File: src/design/sel_pkg.sv
// Package for the shared/exclusive lock manager.
// Sizes, payload structs and sequencer state codes; no dependencies.
package sel_pkg;

  localparam int NUM_KEYS    = 16;
  localparam int QUEUE_DEPTH = 16;
  localparam int NUM_TXNS    = 256;
  localparam int KEY_BITS    = 32;

  localparam int SLOT_W = (NUM_KEYS > 1) ? $clog2(NUM_KEYS) : 1;
  localparam int IDX_W  = $clog2(QUEUE_DEPTH);
  localparam int LEN_W  = $clog2(QUEUE_DEPTH + 1);
  localparam int TIDX_W = $clog2(NUM_TXNS);
  localparam int ENT_AW = SLOT_W + IDX_W;
  localparam int ENT_W  = 9;
  localparam int WC_W   = 16;

  localparam logic [1:0] FN_WRITE  = 2'd0;
  localparam logic [1:0] FN_READ   = 2'd1;
  localparam logic [1:0] FN_REL    = 2'd2;
  localparam logic [1:0] FN_STATUS = 2'd3;

  localparam logic [1:0] MODE_NONE = 2'd0;
  localparam logic [1:0] MODE_SHR  = 2'd1;
  localparam logic [1:0] MODE_EXC  = 2'd2;

  localparam logic [1:0] ERR_OK    = 2'd0;
  localparam logic [1:0] ERR_TABLE = 2'd1;
  localparam logic [1:0] ERR_QUEUE = 2'd2;

  typedef struct packed {
    logic [1:0]  func;
    logic [31:0] lock_key;
    logic [7:0]  txn_id;
  } in_item_t;

  typedef struct packed {
    logic       granted;
    logic [1:0] lock_mode;
    logic [7:0] result_txn;
    logic       result_txn_valid;
    logic [1:0] error_code;
    logic       last_item;
  } out_item_t;

  typedef struct packed {
    logic valid;
    logic ready;
  } hs_t;

  typedef enum logic [12:0] {
    S_IDLE   = 13'b0000000000001,
    S_LOOK   = 13'b0000000000010,
    S_SCN_RD = 13'b0000000000100,
    S_SCN_DT = 13'b0000000001000,
    S_WC_RD  = 13'b0000000010000,
    S_WC_DT  = 13'b0000000100000,
    S_FND_DT = 13'b0000001000000,
    S_SH_RD  = 13'b0000010000000,
    S_SH_DT  = 13'b0000100000000,
    S_RWC_DT = 13'b0001000000000,
    S_REL_END= 13'b0010000000000,
    S_STA_DT = 13'b0100000000000,
    S_FLUSH  = 13'b1000000000000
  } state_t;

endpackage

File: src/design/sel_front.sv
// Front end: two-entry request queue between the input channel and the sequencer.
// Depends on sel_pkg.
module sel_front (
  input  logic              clk,
  input  logic              rst_n,
  input  logic              in_valid,
  output logic              in_ready,
  input  sel_pkg::in_item_t in_data,
  output sel_pkg::hs_t      req_hs_o,
  input  logic              req_pop,
  output sel_pkg::in_item_t req_data
);

  sel_pkg::in_item_t buf_r [2];
  logic [1:0] cnt_r, cnt_nxt;
  logic       rd_r, wr_r;
  logic       push, pop;

  assign in_ready = (cnt_r != 2'd2);
  assign push     = in_valid && in_ready;
  assign pop      = req_pop && (cnt_r != 2'd0);
  assign req_hs_o = '{valid: (cnt_r != 2'd0), ready: req_pop};
  assign req_data = buf_r[rd_r];

  always_comb begin
    cnt_nxt = cnt_r;
    if (push && !pop) begin
      cnt_nxt = cnt_r + 2'd1;
    end else if (pop && !push) begin
      cnt_nxt = cnt_r - 2'd1;
    end
  end

  always_ff @(posedge clk) begin
    if (!rst_n) begin
      cnt_r <= 2'd0;
      rd_r  <= 1'b0;
      wr_r  <= 1'b0;
    end else begin
      cnt_r <= cnt_nxt;
      if (push) begin
        wr_r <= ~wr_r;
      end
      if (pop) begin
        rd_r <= ~rd_r;
      end
    end
  end

  always_ff @(posedge clk) begin
    if (push) begin
      buf_r[wr_r] <= in_data;
    end
  end

endmodule

File: config.mk
export PLATFORM = sky130hd
export DESIGN_NAME = sel_front
export DESIGN_NICKNAME = d
export VERILOG_FILES = /design/src/design/sel_pkg.sv /design/src/design/sel_front.sv
export SDC_FILE = /design/constraint.sdc
export NUM_CORES = 1
export LEC_CHECK = 0
export ABC_AREA = 1
export BUFFER_PORTS_ARGS = -buffer_cell sky130_fd_sc_hd__buf_2
export CAP_MARGIN = 25
export CORE_MARGIN = 2
export CORE_UTILIZATION = 52
export DETAILED_ROUTE_END_ITERATION = 12
export PLACE_DENSITY = 0.79
export SKIP_CTS_REPAIR_TIMING = 1
export SLEW_MARGIN = 20
export SYNTH_ARGS = -nofsm -noshare
export SYNTH_HDL_FRONTEND = slang
export SYNTH_SLANG_ARGS = --single-unit
File: constraint.sdc
create_clock -name clk -period 3.3 [get_ports clk]
set_input_delay 0.33 -clock clk [delete_from_list [all_inputs] [get_ports clk]]
set_output_delay 0.33 -clock clk [all_outputs]
set_load 0.05 [all_outputs]
==> flow_metrics.py, run 1 <==
metrics = {
    "run_status": {
        "outcome": "finished with violations",
        "failed_checks": "design-rule violations",
    },
    "layout": {
        "mostFrequentLayoutCells": "buf_2 (90), edfxtp_1 (84), mux2_4 (40)",
        "final_common_cell": "buf_2",
        "nets": 314,
        "syn_to_final_growth_pct": 19.3,
        "drive_above_1_share_pct": 55.9,
        "final_area_um2": 4160,
    },
    "timing": {
        "fin_tns_setup_ns": 0,
        "finalHoldViolCount": 0,
        "rsz0062_at_grt": "false",
        "maxSlewViolCount": 0,
        "fin_skew_ns": 0.00703,
        "min_period_ns": 2.28,
        "period_share_pct": 69.1,
        "setup_violations": 0,
        "max_freq_mhz": 439,
        "worst_slew_pin_slew_ns": 0.643,
        "slew_headroom_pct": 57.1,
    },
    "placement": {
        "post_dp_cell_area_um2": 3980,
        "finalWeightedCongestion": 0.698,
        "io_buffers": 90,
        "place_hpwl_mm": 3.83,
    },
    "setup_path": {
        "path_buf_inv": 2,
        "path_class": "reg -> out",
        "startpoint_type": "flip-flop",
        "slowest_stage": "dfxtp_2",
        "cp_top_family": "flip-flops",
        "cp-end-kind": "output pin",
        "arrival_ns": 1.95,
        "reg2reg_slack_ns": 1.51,
        "critPathMaxFanout": 23,
        "crit_chain": "buf_12, mux2_4, buf_2",
        "slowest_delay_ns": 0.75,
        "required_ns": 2.97,
    },
    "floorplanning": {
        "start_util_pct": 54.3,
        "die_area_um2": 7370,
        "row_count": 29,
        "core_area_um2": 6420,
        "die_w_um": 85.9,
        "die-height_um": 85.9,
        "io_pins": 91,
    },
    "clocking": {
        "cts_tree": "done",
        "clockBufferDepth": 2,
        "clock_sinks": 89,
        "worst_skew_pair.late_latency_ns": 0.34,
        "htreeDepth": 3,
        "clk_pin_slew_worst_paths_ns": 0.09,
        "cts_buffers": 9,
        "root_buffer": "clkbuf_8",
    },
    "global_route": {
        "grtUsageMet1_pct": 18.7,
        "use_met3_pct": 5.87,
        "grt_pass1_vias": 1715,
        "grtUsageTotal_pct": 15.7,
        "grt.overflow.total": 0,
        "antenna_found_initial": 1,
        "grt.met2_usage_pct": 25.2,
        "grt_busiest_layer": "met2",
        "grt_pass1_wl_mm": 8.46,
        "grt_max_degree": 37,
    },
    "pwr": {
        "ir_drop_v": 0.000525,
        "p_leak_nw": 1.66,
        "powerDensity_nw_per_um2": 823,
    },
    "min_path": {
        "hold_class": "in -> reg",
    },
    "synthesis": {
        "yosys_warnings": 0,
        "syn_area_um2": 3480,
        "synth.net_count": 216,
        "ys_seq_area_share_pct": 75.3,
        "synth.avg_cell_area_um2": 20.6,
        "synth_seq_cells": 89,
        "synthDistinctLibCells": 16,
        "synthCells": 169,
    },
    "routing": {
        "wire_per_inst_um": 15.6,
        "num_vias": 1709,
        "drc": 14,
        "postRouteAntennaNets": 0,
        "first_pass_iters": 11,
        "first_iter_violations": 129,
        "wl_mm": 5.47,
        "vias_per_cell": 4.87,
    },
    "flow_run": {
        "cap_violations": 0,
    },
}
## synth_stat cells
library cell,n,area (um2)
ha_1,1,12.5
inv_1,8,30.0
a21oi_1,1,5.00
buf_4,1,7.51
edfxtp_1,84,2520
nand2_1,9,33.8
nand3_1,1,5.00
dfxtp_1,5,100
o21ai_0,2,10.0
mux2_2,2,22.5
buf_12,4,80.1
mux2_4,40,601
o21a_1,1,7.51
nand4_1,1,6.26
nor2_1,8,30.0
buf_6,1,11.3
## state kept, by name, summed over array words and instances, names as in the netlist, named ones only
register  cells
rd_r          1
buf_r        84
wr_r          1
cnt_r         2
## metal layers
metal / wire [um] / share of wire (%)
met1: 2190 / 40
met2: 2740 / 50
met3: 464 / 8.5
met4: 87 / 1.6
met5: 0 / 0
## cell type report
type                            count  area [um2]
Sequential cell                    89        2620
Timing Repair Buffer               93         485
Antenna cell                        2        5.00
Tap cell                           77        96.3
Clock inverter                      7        45.0
Fill cell                         472        2260
Multi-Input combinational cell     66         748
Inverter                            8        30.0
Clock buffer                        9         124
## logic make-up after synthesis
| kind of cell | count (synthesis) | share of synthesized area, % |
|---|---|---|
| AO/OA/AOI/OAI | 4 | 0.646 |
| adder cells (fa/ha/maj) | 1 | 0.359 |
| buffers and inverters | 14 | 3.70 |
| flip-flops | 89 | 75.3 |
| multiplexers | 42 | 17.9 |
| AND/OR/NAND/NOR | 19 | 2.15 |
## per-stage QoR
step / hold slack, ns / setup slack, ns / power (mW) / cells / util (%)
after floorplan: 0.429 / 0.120 / 2.62 / 169 / -
after global placement: 0.478 / 1.40 / 2.81 / 333 / 62.0
after detailed placement: 0.503 / 1.38 / 2.83 / 333 / 62.0
after CTS: 0.151 / 0.989 / 3.46 / 349 / 64.7
after global routing: 0.151 / 0.898 / 3.58 / 349 / 64.7
final: 0.170 / 1.02 / 3.42 / 351 / 64.7
## power by group
part	total [mW]	leakage, nW	switching [mW]	internal (mW)
sequential	1.51	0.825	0.0854	1.43
clock	0.634	0.0811	0.362	0.272
combinational	1.28	0.757	0.865	0.410
total	3.42	1.66	1.31	2.11
## worst paths after layout
check | end | startpoint | cells after the start
worst max-delay path | req_data[8] | flip-flop | 3
worst max register to register | buf_r[1][7] | cnt_r[0] | 5
worst min-delay path | buf_r[1][12] | in_data[12] | 1
worst min register to register | flip-flop | rd_r | 2
(Power assumes the default switching activity.)
==> run 2: changes to the inputs <==
--- a/config.mk
+++ b/config.mk
@@ -9,9 +9,9 @@
 export BUFFER_PORTS_ARGS = -buffer_cell sky130_fd_sc_hd__buf_2
 export CAP_MARGIN = 25
 export CORE_MARGIN = 2
-export CORE_UTILIZATION = 52
+export CORE_UTILIZATION = 47
 export DETAILED_ROUTE_END_ITERATION = 12
-export PLACE_DENSITY = 0.79
+export PLACE_DENSITY = 0.75
 export SKIP_CTS_REPAIR_TIMING = 1
 export SLEW_MARGIN = 20
 export SYNTH_ARGS = -nofsm -noshare
==> constraint.sdc (replaced) <==
create_clock -name clk -period 2 [get_ports clk]
set_input_delay 0.2 -clock clk [delete_from_list [all_inputs] [get_ports clk]]
set_output_delay 0.2 -clock clk [all_outputs]
set_load 0.05 [all_outputs]
==> flow_metrics.py, run 2 (synthesis gave the netlist of run 1 again) <==
metrics = {
    "run_status": {
        "outcome": "complete, no violations",
    },
    "floorplanning": {
        "row_count": 31,
        "die_area_um2": 8120,
        "start_util_pct": 48.3,
        "die_w_um": 90.1,
        "die-height_um": 90.1,
        "io_pins": 91,
        "core_area_um2": 7210,
    },
    "pwr": {
        "ir_drop_v": 0.000937,
        "powerDensity_nw_per_um2": 1390,
        "p_leak_nw": 1.72,
    },
    "placement": {
        "dp_cells": 359,
        "place_hpwl_mm": 3.80,
        "io_buffers": 90,
        "finalWeightedCongestion": 0.694,
    },
    "clocking": {
        "root_buffer": "clkbuf_8",
        "clock_sinks": 89,
        "clk_pin_slew_worst_paths_ns": 0.09,
        "cts_buffers": 9,
        "htreeDepth": 3,
        "clockBufferDepth": 2,
        "cts_tree": "done",
        "worst_skew_pair.late_latency_ns": 0.34,
    },
    "global_route": {
        "grt_pass1_wl_mm": 8.70,
        "grt.overflow.total": 0,
        "antenna_found_initial": 0,
        "grt_max_degree": 31,
        "grt_pass1_vias": 1829,
        "grtUsageTotal_pct": 14.0,
    },
    "timing": {
        "slew_headroom_pct": 72.7,
        "max_freq_mhz": 534,
        "rsz0062_at_grt": "false",
        "finalHoldViolCount": 0,
        "fin_tns_setup_ns": 0,
        "period_share_pct": 93.7,
        "fin_skew_ns": 0.00801,
        "maxSlewViolCount": 0,
        "setup_violations": 0,
        "worst_slew_pin_slew_ns": 0.410,
        "min_period_ns": 1.87,
    },
    "setup_path": {
        "startpoint_type": "flip-flop",
        "required_ns": 1.80,
        "cp_top_family": "flip-flops",
        "crit_chain": "buf_12, mux2_2, buf_2",
        "path_class": "reg -> out",
        "slowest_delay_ns": 0.53,
        "path_buf_inv": 2,
        "arrival_ns": 1.67,
        "cp-end-kind": "output pin",
        "slowest_stage": "dfxtp_2",
        "critPathMaxFanout": 19,
    },
    "routing": {
        "drc": 0,
        "first_iter_violations": 86,
        "num_vias": 1751,
        "wire_per_inst_um": 14.4,
        "vias_per_cell": 4.67,
        "first_pass_iters": 4,
        "wl_mm": 5.42,
        "postRouteAntennaNets": 0,
    },
    "layout": {
        "fin_util_pct": 59.3,
        "syn_to_final_growth_pct": 22.7,
        "n_antenna_cell": 0,
        "reg_top3": "buf_r: 84 flops, cnt_r: 2 flops",
        "drive_above_1_share_pct": 57.2,
        "largest-register": "buf_r",
        "stdcell_count": 375,
        "nets": 318,
        "final_common_cell": "buf_2",
        "largest_reg_flops": 84,
        "mostFrequentLayoutCells": "buf_2 (90), edfxtp_1 (84), mux2_4 (40)",
        "fillCellCount": 572,
    },
    "min_path": {
        "hold_class": "in -> reg",
    },
    "flow_run": {
        "cap_violations": 0,
    },
}
## run 2: through the flow
step	setup slack (ns)	instance area [um2]	hold slack (ns)	total power, mW
2_1_floorplan	0.0531	3500	0.299	4.33
3_3_place_gp	0.476	4060	0.388	4.68
3_5_place_dp	0.445	4060	0.391	4.72
4_1_cts	0.0908	4280	0.0249	6.01
5_1_grt	0.0683	4280	0.0280	6.20
6_report	0.127	4280	0.0424	5.95
## run 2: final cells by class
| type | instances | area, um2 | area share, % |
|---|---|---|---|
| flip-flops and latches | 89 | 2620 | 61.4 |
| well taps | 99 | 124 | 2.90 |
| repair buffers | 97 | 528 | 12.4 |
| multi-input cells | 66 | 751 | 17.6 |
| clock inverters | 7 | 95.1 | 2.22 |
| clock buffers | 9 | 124 | 2.90 |
| inverters | 8 | 30.0 | 0.702 |
## run 2: per-layer routing
| layer | vias up | track usage (%) | wire length [um] |
|---|---|---|---|
| li1 | 842 | - | - |
| met1 | 846 | 16.8 | 2270 |
| met2 | 56 | 24.5 | 2830 |
| met3 | 7 | 2.77 | 230 |
| met4 | 0 | 6.54 | 87 |
| met5 | - | 0 | 0 |
## run 2: worst register-to-register path: stages (launching register included)
cell and delay (ns):
dfxtp_1 0.35, inv_1 0.10, nand2_2 0.08, nand2_1 0.16, nor2_4 0.15, buf_4 0.37
## run 2: power by group
| part | internal [mW] | total [mW] | switching (mW) |
|---|---|---|---|
| Combinational | 0.717 | 2.19 | 1.47 |
| Sequential | 2.35 | 2.46 | 0.107 |
| Clock | 0.703 | 1.30 | 0.595 |
| Total | 3.78 | 5.95 | 2.17 |
## run 2: path summary, 6_finish.rpt
kind / cells after the start / to / slack, ns / start
setup / recovery: 3 / req_data[35] / 0.13 / flip-flop
hold / removal: 1 / buf_r[0][39] / 0.04 / in_data[39]
setup reg to reg: 5 / buf_r[0][31] / 0.44 / cnt_r[0]
hold reg to reg: 2 / rd_r / 0.52 / rd_r
